===== src/owm_pkg.sv =====
// ----------------------------------------------------------------------------
// owm_pkg - shared types and constants of the 1-Wire bus master
// Beat layouts of the command, result and register-write channels, opcodes,
// register indexes and register reset values.
// ----------------------------------------------------------------------------
package owm_pkg;

  // Opcodes of the command channel
  localparam logic [1:0] OP_NONE  = 2'd0;
  localparam logic [1:0] OP_RESET = 2'd1;
  localparam logic [1:0] OP_WRITE = 2'd2;
  localparam logic [1:0] OP_READ  = 2'd3;

  // Register indexes
  localparam int unsigned CfgIdxW = 3;
  localparam int unsigned CfgDataW = 10;
  localparam logic [CfgIdxW-1:0] REG_RESET_LOW     = 3'd0;
  localparam logic [CfgIdxW-1:0] REG_PRESENCE_WAIT = 3'd1;
  localparam logic [CfgIdxW-1:0] REG_RESET_TAIL    = 3'd2;
  localparam logic [CfgIdxW-1:0] REG_WRITE_ONE_LOW = 3'd3;
  localparam logic [CfgIdxW-1:0] REG_WRITE_ZERO_LOW = 3'd4;
  localparam logic [CfgIdxW-1:0] REG_SLOT          = 3'd5;
  localparam logic [CfgIdxW-1:0] REG_READ_SAMPLE   = 3'd6;
  localparam logic [CfgIdxW-1:0] REG_RECOVERY      = 3'd7;

  // Register reset values (microseconds)
  localparam logic [9:0] RESET_LOW_RST      = 10'd480;
  localparam logic [7:0] PRESENCE_WAIT_RST  = 8'd70;
  localparam logic [9:0] RESET_TAIL_RST     = 10'd410;
  localparam logic [3:0] WRITE_ONE_LOW_RST  = 4'd1;
  localparam logic [6:0] WRITE_ZERO_LOW_RST = 7'd60;
  localparam logic [6:0] SLOT_RST           = 7'd60;
  localparam logic [6:0] READ_SAMPLE_RST    = 7'd15;
  localparam logic [3:0] RECOVERY_RST       = 4'd1;

  typedef struct packed {
    logic [1:0] opcode;
    logic [7:0] write_data;
    logic       line_level;
    logic       us_tick;
  } cmd_beat_t;

  typedef struct packed {
    logic       drive_low;
    logic       busy_res;
    logic       done_res;
    logic       presence;
    logic [7:0] read_data;
  } rsp_beat_t;

  typedef struct packed {
    logic [CfgIdxW-1:0]  index;
    logic [CfgDataW-1:0] value;
  } cfg_beat_t;

endpackage


===== src/owm_cmd_if.sv =====
// ----------------------------------------------------------------------------
// owm_cmd_if - command channel of the 1-Wire bus master
// Valid/ready channel carrying one command beat per transfer.
// ----------------------------------------------------------------------------
interface owm_cmd_if import owm_pkg::*; ();
  logic      valid;
  logic      ready;
  cmd_beat_t data;

  modport source (output valid, output data, input ready);
  modport sink (input valid, input data, output ready);
endinterface


===== src/owm_rsp_if.sv =====
// ----------------------------------------------------------------------------
// owm_rsp_if - result channel of the 1-Wire bus master
// Valid/ready channel carrying one result beat per transfer.
// ----------------------------------------------------------------------------
interface owm_rsp_if import owm_pkg::*; ();
  logic      valid;
  logic      ready;
  rsp_beat_t data;

  modport source (output valid, output data, input ready);
  modport sink (input valid, input data, output ready);
endinterface


===== src/owm_cfg_if.sv =====
// ----------------------------------------------------------------------------
// owm_cfg_if - register write channel of the 1-Wire bus master
// Valid/ready channel carrying a register index and write data.
// ----------------------------------------------------------------------------
interface owm_cfg_if import owm_pkg::*; ();
  logic      valid;
  logic      ready;
  cfg_beat_t data;

  modport source (output valid, output data, input ready);
  modport sink (input valid, input data, output ready);
endinterface


===== src/one_wire_bus_master_core.sv =====
// ----------------------------------------------------------------------------
// one_wire_bus_master_core - 1-Wire bus master sequencer
// Reset/presence, byte write and byte read sequences timed by a us strobe.
// ----------------------------------------------------------------------------
// One command beat per clock carries an opcode, a write byte, the synchronized
// line level and a one-microsecond strobe; each accepted beat yields exactly
// one result beat with the line drive, busy, done, presence and last read
// byte. The sequencer advances at most one timing phase per accepted beat,
// counting us_tick strobes against the phase length taken from the timing
// registers. Throughput is one beat per clock: the sequencer state updates in
// the accepting cycle and the result lands in a single output register, which
// is refilled in the same cycle it is drained, so ready drops only while a
// result is held by a stalled sink. Opcodes arriving while a command runs are
// ignored. Timing registers should be written only while the block is idle.
// ----------------------------------------------------------------------------
module one_wire_bus_master_core import owm_pkg::*; (
  input  logic    clk_i,
  input  logic    rst_ni,
  owm_cmd_if.sink   in_i,
  owm_rsp_if.source out_o,
  owm_cfg_if.sink   cfg_i
);

  typedef enum logic [2:0] {
    PH_IDLE,
    PH_RST_LOW,
    PH_RST_WAIT,
    PH_RST_TAIL,
    PH_BIT_LOW,
    PH_BIT_HIGH,
    PH_RD_WAIT,
    PH_RD_REST
  } phase_e;

  // Timing registers
  logic [9:0] reset_low_q, reset_tail_q;
  logic [7:0] presence_wait_q;
  logic [3:0] write_one_low_q, recovery_q;
  logic [6:0] write_zero_low_q, slot_q, read_sample_q;

  // Sequencer state
  phase_e     phase_q, phase_d;
  logic [9:0] time_cnt_q, time_cnt_d;
  logic [2:0] bit_idx_q, bit_idx_d;
  logic [7:0] shift_q, shift_d;
  logic       presence_q, presence_d;
  logic       is_read_q, is_read_d;
  logic [7:0] last_read_q, last_read_d;
  logic       done;

  // Output register
  logic      out_valid_q;
  rsp_beat_t out_data_q;

  logic      accept;
  cmd_beat_t cmd;

  // Derived phase lengths; negative released times clamp to zero
  logic [6:0] w1_low_ext, slot_minus_w1, sample_minus_w1, sample_pt, slot_minus_sp;
  logic [9:0] phase_len;
  logic [10:0] cnt_inc;
  logic       phase_end;

  assign cmd       = in_i.data;
  assign in_i.ready = !out_valid_q || out_o.ready;
  assign accept    = in_i.valid && in_i.ready;
  assign cfg_i.ready = 1'b1;

  assign out_o.valid = out_valid_q;
  assign out_o.data  = out_data_q;

  assign w1_low_ext      = {3'b000, write_one_low_q};
  assign slot_minus_w1   = (slot_q > w1_low_ext) ? slot_q - w1_low_ext : 7'd0;
  assign sample_minus_w1 = (read_sample_q > w1_low_ext) ? read_sample_q - w1_low_ext : 7'd0;
  assign sample_pt       = (read_sample_q > w1_low_ext) ? read_sample_q : w1_low_ext;
  assign slot_minus_sp   = (slot_q > sample_pt) ? slot_q - sample_pt : 7'd0;

  always_comb begin
    case (phase_q)
      PH_RST_LOW:  phase_len = reset_low_q;
      PH_RST_WAIT: phase_len = {2'b00, presence_wait_q};
      PH_RST_TAIL: phase_len = reset_tail_q;
      PH_BIT_LOW:  phase_len = (is_read_q || shift_q[0]) ? {6'd0, write_one_low_q}
                                                         : {3'd0, write_zero_low_q};
      PH_BIT_HIGH: phase_len = shift_q[0] ? {3'd0, slot_minus_w1} : {6'd0, recovery_q};
      PH_RD_WAIT:  phase_len = {3'd0, sample_minus_w1};
      PH_RD_REST:  phase_len = {3'd0, slot_minus_sp};
      default:     phase_len = '0;
    endcase
  end

  assign cnt_inc   = {1'b0, time_cnt_q} + 11'd1;
  assign phase_end = (phase_len == '0) || (cmd.us_tick && (cnt_inc >= {1'b0, phase_len}));

  // Next-state logic for one beat
  always_comb begin
    phase_d     = phase_q;
    time_cnt_d  = time_cnt_q;
    bit_idx_d   = bit_idx_q;
    shift_d     = shift_q;
    presence_d  = presence_q;
    is_read_d   = is_read_q;
    last_read_d = last_read_q;
    done        = 1'b0;

    if (phase_q == PH_IDLE) begin
      time_cnt_d = '0;
      bit_idx_d  = '0;
      case (cmd.opcode)
        OP_RESET: begin
          is_read_d = 1'b0;
          phase_d   = PH_RST_LOW;
        end
        OP_WRITE: begin
          is_read_d = 1'b0;
          shift_d   = cmd.write_data;
          phase_d   = PH_BIT_LOW;
        end
        OP_READ: begin
          is_read_d = 1'b1;
          shift_d   = '0;
          phase_d   = PH_BIT_LOW;
        end
        default: ;
      endcase
    end else if (phase_end) begin
      time_cnt_d = '0;
      case (phase_q)
        PH_RST_LOW: phase_d = PH_RST_WAIT;
        PH_RST_WAIT: begin
          // low line at the sample point means a device answered
          presence_d = !cmd.line_level;
          if (!cmd.line_level) phase_d = PH_RST_TAIL;
          else done = 1'b1;
        end
        PH_RST_TAIL: done = 1'b1;
        PH_BIT_LOW: phase_d = is_read_q ? PH_RD_WAIT : PH_BIT_HIGH;
        PH_RD_WAIT: begin
          shift_d = {cmd.line_level, shift_q[7:1]};
          phase_d = PH_RD_REST;
        end
        PH_BIT_HIGH, PH_RD_REST: begin
          if (phase_q == PH_BIT_HIGH) shift_d = {1'b0, shift_q[7:1]};
          if (bit_idx_q == 3'd7) begin
            if (is_read_q) last_read_d = shift_q;
            done = 1'b1;
          end else begin
            bit_idx_d = bit_idx_q + 3'd1;
            phase_d   = PH_BIT_LOW;
          end
        end
        default: done = 1'b1;
      endcase
      if (done) begin
        phase_d   = PH_IDLE;
        bit_idx_d = '0;
      end
    end else if (cmd.us_tick) begin
      time_cnt_d = cnt_inc[9:0];
    end
  end

  // Timing registers
  always_ff @(posedge clk_i or negedge rst_ni) begin
    if (!rst_ni) begin
      reset_low_q      <= RESET_LOW_RST;
      presence_wait_q  <= PRESENCE_WAIT_RST;
      reset_tail_q     <= RESET_TAIL_RST;
      write_one_low_q  <= WRITE_ONE_LOW_RST;
      write_zero_low_q <= WRITE_ZERO_LOW_RST;
      slot_q           <= SLOT_RST;
      read_sample_q    <= READ_SAMPLE_RST;
      recovery_q       <= RECOVERY_RST;
    end else if (cfg_i.valid) begin
      case (cfg_i.data.index)
        REG_RESET_LOW:      reset_low_q      <= cfg_i.data.value;
        REG_PRESENCE_WAIT:  presence_wait_q  <= cfg_i.data.value[7:0];
        REG_RESET_TAIL:     reset_tail_q     <= cfg_i.data.value;
        REG_WRITE_ONE_LOW:  write_one_low_q  <= cfg_i.data.value[3:0];
        REG_WRITE_ZERO_LOW: write_zero_low_q <= cfg_i.data.value[6:0];
        REG_SLOT:           slot_q           <= cfg_i.data.value[6:0];
        REG_READ_SAMPLE:    read_sample_q    <= cfg_i.data.value[6:0];
        REG_RECOVERY:       recovery_q       <= cfg_i.data.value[3:0];
        default: ;
      endcase
    end
  end

  // Sequencer state and result register; state moves only on an accepted beat
  always_ff @(posedge clk_i or negedge rst_ni) begin
    if (!rst_ni) begin
      phase_q     <= PH_IDLE;
      time_cnt_q  <= '0;
      bit_idx_q   <= '0;
      shift_q     <= '0;
      presence_q  <= 1'b0;
      is_read_q   <= 1'b0;
      last_read_q <= '0;
      out_valid_q <= 1'b0;
    end else if (accept) begin
      phase_q     <= phase_d;
      time_cnt_q  <= time_cnt_d;
      bit_idx_q   <= bit_idx_d;
      shift_q     <= shift_d;
      presence_q  <= presence_d;
      is_read_q   <= is_read_d;
      last_read_q <= last_read_d;
      out_valid_q <= 1'b1;
    end else if (out_o.ready) begin
      out_valid_q <= 1'b0;
    end
  end

  always_ff @(posedge clk_i) begin
    if (accept) begin
      out_data_q.drive_low <= (phase_d == PH_RST_LOW) || (phase_d == PH_BIT_LOW);
      out_data_q.busy_res  <= (phase_d != PH_IDLE);
      out_data_q.done_res  <= done;
      out_data_q.presence  <= presence_d;
      out_data_q.read_data <= last_read_d;
    end
  end

endmodule

===== src/flat_wrapper.sv =====
// flat-port wrapper written by rule: the top's interface ports become plain ports
module one_wire_bus_master_core_flat import owm_pkg::*;
  (clk_i, rst_ni, in_i_valid, in_i_data, in_i_ready, out_o_valid, out_o_data, out_o_ready, cfg_i_valid, cfg_i_data, cfg_i_ready);
  owm_cmd_if in_i_i ();
  owm_rsp_if out_o_i ();
  owm_cfg_if cfg_i_i ();
  input  logic clk_i;
  input  logic rst_ni;
  input wire logic [$bits(in_i_i.valid)-1:0] in_i_valid;
  input wire logic [$bits(in_i_i.data)-1:0] in_i_data;
  output wire logic [$bits(in_i_i.ready)-1:0] in_i_ready;
  output wire logic [$bits(out_o_i.valid)-1:0] out_o_valid;
  output wire logic [$bits(out_o_i.data)-1:0] out_o_data;
  input wire logic [$bits(out_o_i.ready)-1:0] out_o_ready;
  input wire logic [$bits(cfg_i_i.valid)-1:0] cfg_i_valid;
  input wire logic [$bits(cfg_i_i.data)-1:0] cfg_i_data;
  output wire logic [$bits(cfg_i_i.ready)-1:0] cfg_i_ready;
  assign in_i_i.valid = in_i_valid;
  assign in_i_i.data = in_i_data;
  assign in_i_ready = in_i_i.ready;
  assign out_o_valid = out_o_i.valid;
  assign out_o_data = out_o_i.data;
  assign out_o_i.ready = out_o_ready;
  assign cfg_i_i.valid = cfg_i_valid;
  assign cfg_i_i.data = cfg_i_data;
  assign cfg_i_ready = cfg_i_i.ready;
  one_wire_bus_master_core u_core (.clk_i(clk_i), .rst_ni(rst_ni), .in_i(in_i_i), .out_o(out_o_i), .cfg_i(cfg_i_i));
endmodule

===== config.mk =====
export PLATFORM = sky130hd
export DESIGN_NAME = one_wire_bus_master_core_flat
export DESIGN_NICKNAME = d
export VERILOG_FILES = /design/src/owm_pkg.sv /design/src/owm_cmd_if.sv /design/src/owm_rsp_if.sv /design/src/owm_cfg_if.sv /design/src/one_wire_bus_master_core.sv /design/src/flat_wrapper.sv
export SDC_FILE = /design/constraint.sdc
export NUM_CORES = 1
export LEC_CHECK = 0
export ABC_AREA = 1
export ABC_CLOCK_PERIOD_IN_PS = 4700
export BUFFER_PORTS_ARGS = -buffer_cell sky130_fd_sc_hd__buf_2
export CAP_MARGIN = 20
export CORE_ASPECT_RATIO = 1.25
export CORE_MARGIN = 5
export CORE_UTILIZATION = 30
export DETAILED_ROUTE_END_ITERATION = 10
export GPL_ROUTABILITY_DRIVEN = 0
export MAX_ROUTING_LAYER = met4
export PLACE_DENSITY = 0.43
export SYNTH_ARGS = -nofsm -noshare
export SYNTH_HDL_FRONTEND = slang
export SYNTH_SLANG_ARGS = --single-unit

===== constraint.sdc =====
create_clock -name clk_i -period 4.7 [get_ports clk_i]
set_input_delay 0.47 -clock clk_i [delete_from_list [all_inputs] [get_ports clk_i]]
set_output_delay 0.47 -clock clk_i [all_outputs]
set_load 0.02 [all_outputs]

### Word level (Yosys, flattened, before mapping)

Cells that the tools add are included.

* flip-flop bits (word level): 104
* output and inout bits: 15
* logic and storage cells: 133
* bits of input ports: 30

* reductions and logical operators: 35
* bitwise operators: 1
* add/sub/neg operators: 5
* equal/unequal tests: 23
* order comparisons: 4
* muxes and demuxes: 44

Operator list (number)
* $pmux 10 s7: 1
* $mux 8: 8
* $mux 7: 6
* $pmux 8 s2: 2
* $eq 3x3->1 const B: 10
* $mux 10: 3
* $mux 3: 10
* $reduce_and 2->1: 9
* $pmux 3 s5: 1
* $gt 7x4->1: 2
* $sub 7x4->7: 2
* $eq 3x2->1 const B: 4
* $reduce_bool 3->1: 4
* $add 10x1->11 const B: 1
* $ge 11x10->1: 1
* $logic_not 10->1: 1
* $eq 3x1->1 const B: 3
* $mux 1: 9
* $reduce_or 2->1: 4
* $gt 7x7->1: 1
* $sub 7x7->7: 1
* $logic_not 3->1: 2
* $pmux 3 s2: 1
* $reduce_bool 2->1: 3
* 17 further kinds: 23

### Depth between registers and ports, before layout

* word-level depth: 15
* depth in mapped cells: 35

### Worst setup path before layout

Ideal clock, no wire load.

* path kind: flip-flop to flip-flop
* start point: register u_core.read_sample_q[0]
* end point: register u_core.out_data_q, in the netlist u_core.out_o.data[10], data pin
* path slack: 0.290 ns
* arrival time: 4.147 ns
* stages on the path, launching flop included: 34
* period minus slack after synthesis: 4.410 ns
* buffers on the path: 2
* cells stage by stage: dfstp_2 > inv_1 > ha_1 > inv_1 > nand3_1 > nand2_1 > nand2_1 > nand2_1 > nand2_2 > buf_6 > o21ai_0 > ha_1 > inv_1 > fa_1 > nand3_1 > nand2_1 > nand3_1 > nand2_1 > a21oi_1 > nand3_1 > nand3_1 > inv_1 > ha_1 > a21oi_1 > o21ai_0 > a21oi_1 > nand3_1 > nand2_1 > nand2_4 > buf_6 > nand2_1 > nand2_1 > nor2_1 > nand3_1

* cells in the longest elaborated chain, start to end: 11
* elaborated cells between the ends (all ways): 15

RTL lines
* from (decl): RTL line one_wire_bus_master_core.sv:39 `logic [6:0] write_zero_low_q, slot_q, read_sample_q;`
* from (signal assigned): RTL line one_wire_bus_master_core.sv:182 `REG_READ_SAMPLE: read_sample_q <= cfg_i.data.value[6:0];`
* $gt 7x4->1: RTL line one_wire_bus_master_core.sv:74, one_wire_bus_master_core.sv:75
* $mux 7: RTL line one_wire_bus_master_core.sv:75 `assign sample_pt = (read_sample_q > w1_low_ext) ? read_sample_q : w1_low_ext;`
* $sub 7x7->7 / $gt 7x7->1 (equally long branches): RTL line one_wire_bus_master_core.sv:76 `assign slot_minus_sp = (slot_q > sample_pt) ? slot_q - sample_pt : 7'd0;`
* $mux 7: RTL line one_wire_bus_master_core.sv:76
* $pmux 10 s7 (*): RTL line one_wire_bus_master_core.sv:79 `case (phase_q)`
* $ge 11x10->1: RTL line one_wire_bus_master_core.sv:93 `assign phase_end = (phase_len == '0) || (cmd.us_tick && (cnt_inc >= {1'b0, phase_len}));`
* $logic_and 1x1->1: RTL line one_wire_bus_master_core.sv:93
* $logic_or 1x1->1 (*): RTL line one_wire_bus_master_core.sv:93
* $mux 3 (*): RTL line one_wire_bus_master_core.sv:126 `end else if (phase_end) begin`
* $mux 3 (*): RTL line one_wire_bus_master_core.sv:106 `if (phase_q == PH_IDLE) begin`
* $reduce_bool 3->1 (*): RTL line one_wire_bus_master_core.sv:217 `out_data_q.busy_res <= (phase_d != PH_IDLE);`
* to (decl): RTL line one_wire_bus_master_core.sv:53 `rsp_beat_t out_data_q;`

Mark *: on every way between the ends. The rest lies on a longest branch, timed or not.
A chain may end at the register's enable or synchronous reset.

### Final worst setup path

* start point: register u_core.read_sample_q[2]
* end point: register u_core.shift_q[1]

* cells in the longest elaborated chain, start to end: 10
* elaborated cells between the ends (all ways): 14

RTL lines
* $gt 7x4->1: RTL line one_wire_bus_master_core.sv:74, one_wire_bus_master_core.sv:75
* $mux 7: RTL line one_wire_bus_master_core.sv:75
* $sub 7x7->7 / $gt 7x7->1 (equally long branches): RTL line one_wire_bus_master_core.sv:76
* $mux 7: RTL line one_wire_bus_master_core.sv:76
* $pmux 10 s7 (*): RTL line one_wire_bus_master_core.sv:79
* $ge 11x10->1: RTL line one_wire_bus_master_core.sv:93
* $logic_and 1x1->1: RTL line one_wire_bus_master_core.sv:93
* $logic_or 1x1->1 (*): RTL line one_wire_bus_master_core.sv:93
* $reduce_bool 2->1 (no line) (*)
* $reduce_and 5->1 (no line) (*)
* to (signal assigned): RTL line one_wire_bus_master_core.sv:204 `shift_q <= shift_d;`
* to (decl): RTL line one_wire_bus_master_core.sv:45 `logic [7:0] shift_q, shift_d;`

Marks and branches as above.

==> out/qor.csv <==
stage;metric;value;unit
yosys;syn_area;6500;um^2
cts;path_clk_slew;0.08;ns
global_routing;grt_pass1_wl;29500;um
route;drt-total-wl;17900;um
route;firstDrtPassIters;5;
timing;period_share;0.909;
global_routing;grt_pass1_vias;5648;
critical_path;critPathMaxFanout;8;
route;antenna_left;0;
cts;clock_latency;0.36;ns
timing;fmax;234;MHz
yosys;post_synth_num_cell_types;45;
critical_path;critical-path-max-stage-delay;0.55;ns
yosys;ys_async_sr_fraction;0.885;
timing;hold_viol;0;
route;viasPerCell;4.69;
floorplan;core_area;21500;um^2
yosys;avgSynthCellArea;7.47;um^2
yosys;ys_warn_count;0;
yosys;yosysTopAreaCellShare;0.254;
power;vdd_drop_max;0.000323;V
yosys;synthTopCellsByArea;dfrtp_1 (25%), nand2_1 (16%), dfstp_2 (11%);
critical_path;worst-setup-path-type;register to register;
yosys;ys_seq_elements;104;
cts;cts.path.max_buffers;2;
critical_path;cpMaxStageDelayCell;dfstp_2;
route;drc;0;
critical_path;end_kind;register;
finish;nets;980;
timing;slew_headroom;0.527;
finish;multi_input_area;3420;um^2
cts;cts_root_buf;clkbuf_16;
floorplan;fp.dieW;142;um
critical_path;crit_family;simple AND/OR/NAND/NOR gates;
power;combinationalPowerShare;0.506;
critical_path;crit_buf_inv;3;
timing;rsz0062_at_grt;false;
route;post_drt_wl_per_cell;14.9;um
global_routing;grt_usage;0.153;
power;p_leak;3.54;nW
critical_path;cp_data_required_time;4.94;ns
power;p_clk_frac;0.179;
finish;antenna_cells;0;
yosys;yosysTopAreaCell;dfrtp_1;
yosys;netlist_instances;870;
placed_design;io_buffers;43;
finish;drive_above_1_share;0.179;
cts;h-tree-depth;3;
yosys;synth-main-ff-cell;dfrtp_1;
route;vias;5639;
yosys;ys_seq_area_frac;0.415;
power;p_per_area;567;nW/um^2
cts;clkSinkCount;104;
min_path;worstHoldPathType;primary input to async pin;
finish;area_delta_synth_final;15.4;%
floorplan;rows;60;
cts;cts_buffers;9;
timing;skew;0.0148;ns
cts;cts_tree;yes;
finish;final_common_cell;nand2_1;
run;cap_violations;0;
finish;layout_common_cells;nand2_1 (257), o21ai_0 (115), inv_1 (88);
timing;setup_viol;0;
power;intPower;0.00231;W
yosys;syn_nets;932;
floorplan;die-area;24700;um^2
cts;hold_buffers;0;
timing;worst_pin_slew;0.704;ns
route;dr.first_iter.drc_count;312;
power;switching_share;0.457;
power;power_switching;0.00195;W
finish;utilization;0.349;
floorplan;die_height;175;um
outcome;status;complete, no violations;
timing;maxSlewViolCount;0;
floorplan;start_util;0.303;
placed_design;hpwl;13600;um
yosys;synth_edf_count;12;
timing;hold_slack;0.119;ns
global_routing;grt_max_degree;49;
power;seq_power_share;0.315;
critical_path;crit_path_start_kind;register;
critical_path;crit_arrival;4.51;ns
floorplan;design.portCount;45;
timing;period_minus_slack;4.27;ns
finish;fillers;2358;
critical_path;reg2reg_depth;31;
global_routing;grt-ovfl-total;0;
critical_path;worstSetupPathDepth;31;
global_routing;antenna_found_initial;0;
finish;seq_area;2700;um^2
## path summary, 6_finish.rpt
check / from / slack (ns) / to
worst min-delay path: rst_ni / 0.12 / u_core.last_read_q[6]
worst max register to register: u_core.read_sample_q[2] / 0.43 / u_core.shift_q[1]
worst max-delay path: u_core.read_sample_q[2] / 0.43 / u_core.shift_q[1]
max in group asynchronous: rst_ni / 3.49 / u_core.write_zero_low_q[1]
worst min register to register: u_core.presence_wait_q[7] / 0.49 / u_core.presence_wait_q[7]
min in group clk_i: cfg_i_data[1] / 0.33 / u_core.recovery_q[1]
## cell families (layout without fill, tap and decap cells)
family / Yosys count / in the layout / share of synthesized area
other: 1 / 1 / 0.000577
XOR/XNOR: 11 / 11 / 0.0148
adder cells (fa/ha/maj): 32 / 32 / 0.0651
AO/OA/AOI/OAI: 173 / 173 / 0.143
flip-flops: 104 / 104 / 0.415
buffers and inverters: 121 / 172 / 0.0778
AND/OR/NAND/NOR: 428 / 430 / 0.284
## layer usage
metal  vias to the layer above  global-route usage  share of wire
li1                       2953                   -              -
met3                        17              0.0184          0.022
met1                      2594               0.197           0.47
met2                        75               0.251           0.49
met5                         -                   -              0
met4                         0              0.0484          0.020
## worst reg2reg max path, delay by kind of cell, from the launching register on
| kind | cells | cell delay [ns] |
|---|---|---|
| flops | 1 | 0.55 |
| fa+ha+maj | 4 | 1.10 |
| buf+inv | 3 | 0.22 |
| simple gates | 20 | 1.87 |
| compound gates | 4 | 0.39 |
## power groups by stage
stage               clock network [W]  logic [W]  registers [W]
floorplan                           0    0.00155        0.00131
finish                       0.000762    0.00215        0.00134
global placement                    0    0.00202        0.00135
detailed placement                  0    0.00202        0.00136
CTS                          0.000793    0.00203        0.00134
global route                 0.000824    0.00247        0.00137
## state kept, by name (all words and copies together), names as in the netlist
| signal | flops |
|---|---|
| u_core.time_cnt_q | 10 |
| u_core.out_o.valid | 1 |
| u_core.reset_low_q | 10 |
| u_core.bit_idx_q | 3 |
| u_core.out_o.data | 12 |
| u_core.is_read_q | 1 |
| u_core.slot_q | 7 |
| u_core.phase_q | 3 |
| u_core.last_read_q | 8 |
| u_core.presence_wait_q | 8 |
| u_core.write_one_low_q | 4 |
| u_core.write_zero_low_q | 7 |
| u_core.reset_tail_q | 10 |
| u_core.read_sample_q | 7 |
| u_core.recovery_q | 4 |
| u_core.shift_q | 8 |
| u_core.presence_q | 1 |
## through the flow
| stage | cells | power [W] | instance area, um^2 | TNS, ns | worst slack, ns |
|---|---|---|---|---|---|
| floorplan | 870 | 0.00286 | 6500 | 0 | 0.290 |
| global placement | 1181 | 0.00337 | 7030 | 0 | 0.0752 |
| detailed placement | 1181 | 0.00337 | 7030 | -0.0394 | -0.0219 |
| CTS | 1197 | 0.00416 | 7320 | 0 | 0.0480 |
| global route | 1202 | 0.00466 | 7500 | 0 | 0.0356 |
| finish | 1202 | 0.00426 | 7500 | 0 | 0.428 |
## timing repair
item,4_1_cts,5_1_grt
gates resized for setup,2,33
pin swaps,0,10
buffers inserted,0,2
setup endpoints to repair,16,45
gates cloned,0,2
## Yosys cell counts, types with 11 or more instances
cell type and count:
nand3_1 52, edfxtp_1 12, clkbuf_1 14, inv_1 88
nor2_1 54, nor3_1 11, a21oi_1 20, nand4_1 15
nand2_1 269, dfrtp_1 66, o21ai_1 11, ha_1 29
dfstp_2 26, o21ai_0 118
## cell type report
type / instances / share of cell area
Multi-Input combinational cell: 647 / 0.456
Tap cell: 279 / 0.0465
Timing Repair Buffer: 59 / 0.0494
Sequential cell: 104 / 0.359
Inverter: 97 / 0.0499
Clock inverter: 7 / 0.00917
Clock buffer: 9 / 0.0300
Note: power is estimated with default switching activity, not from simulation.
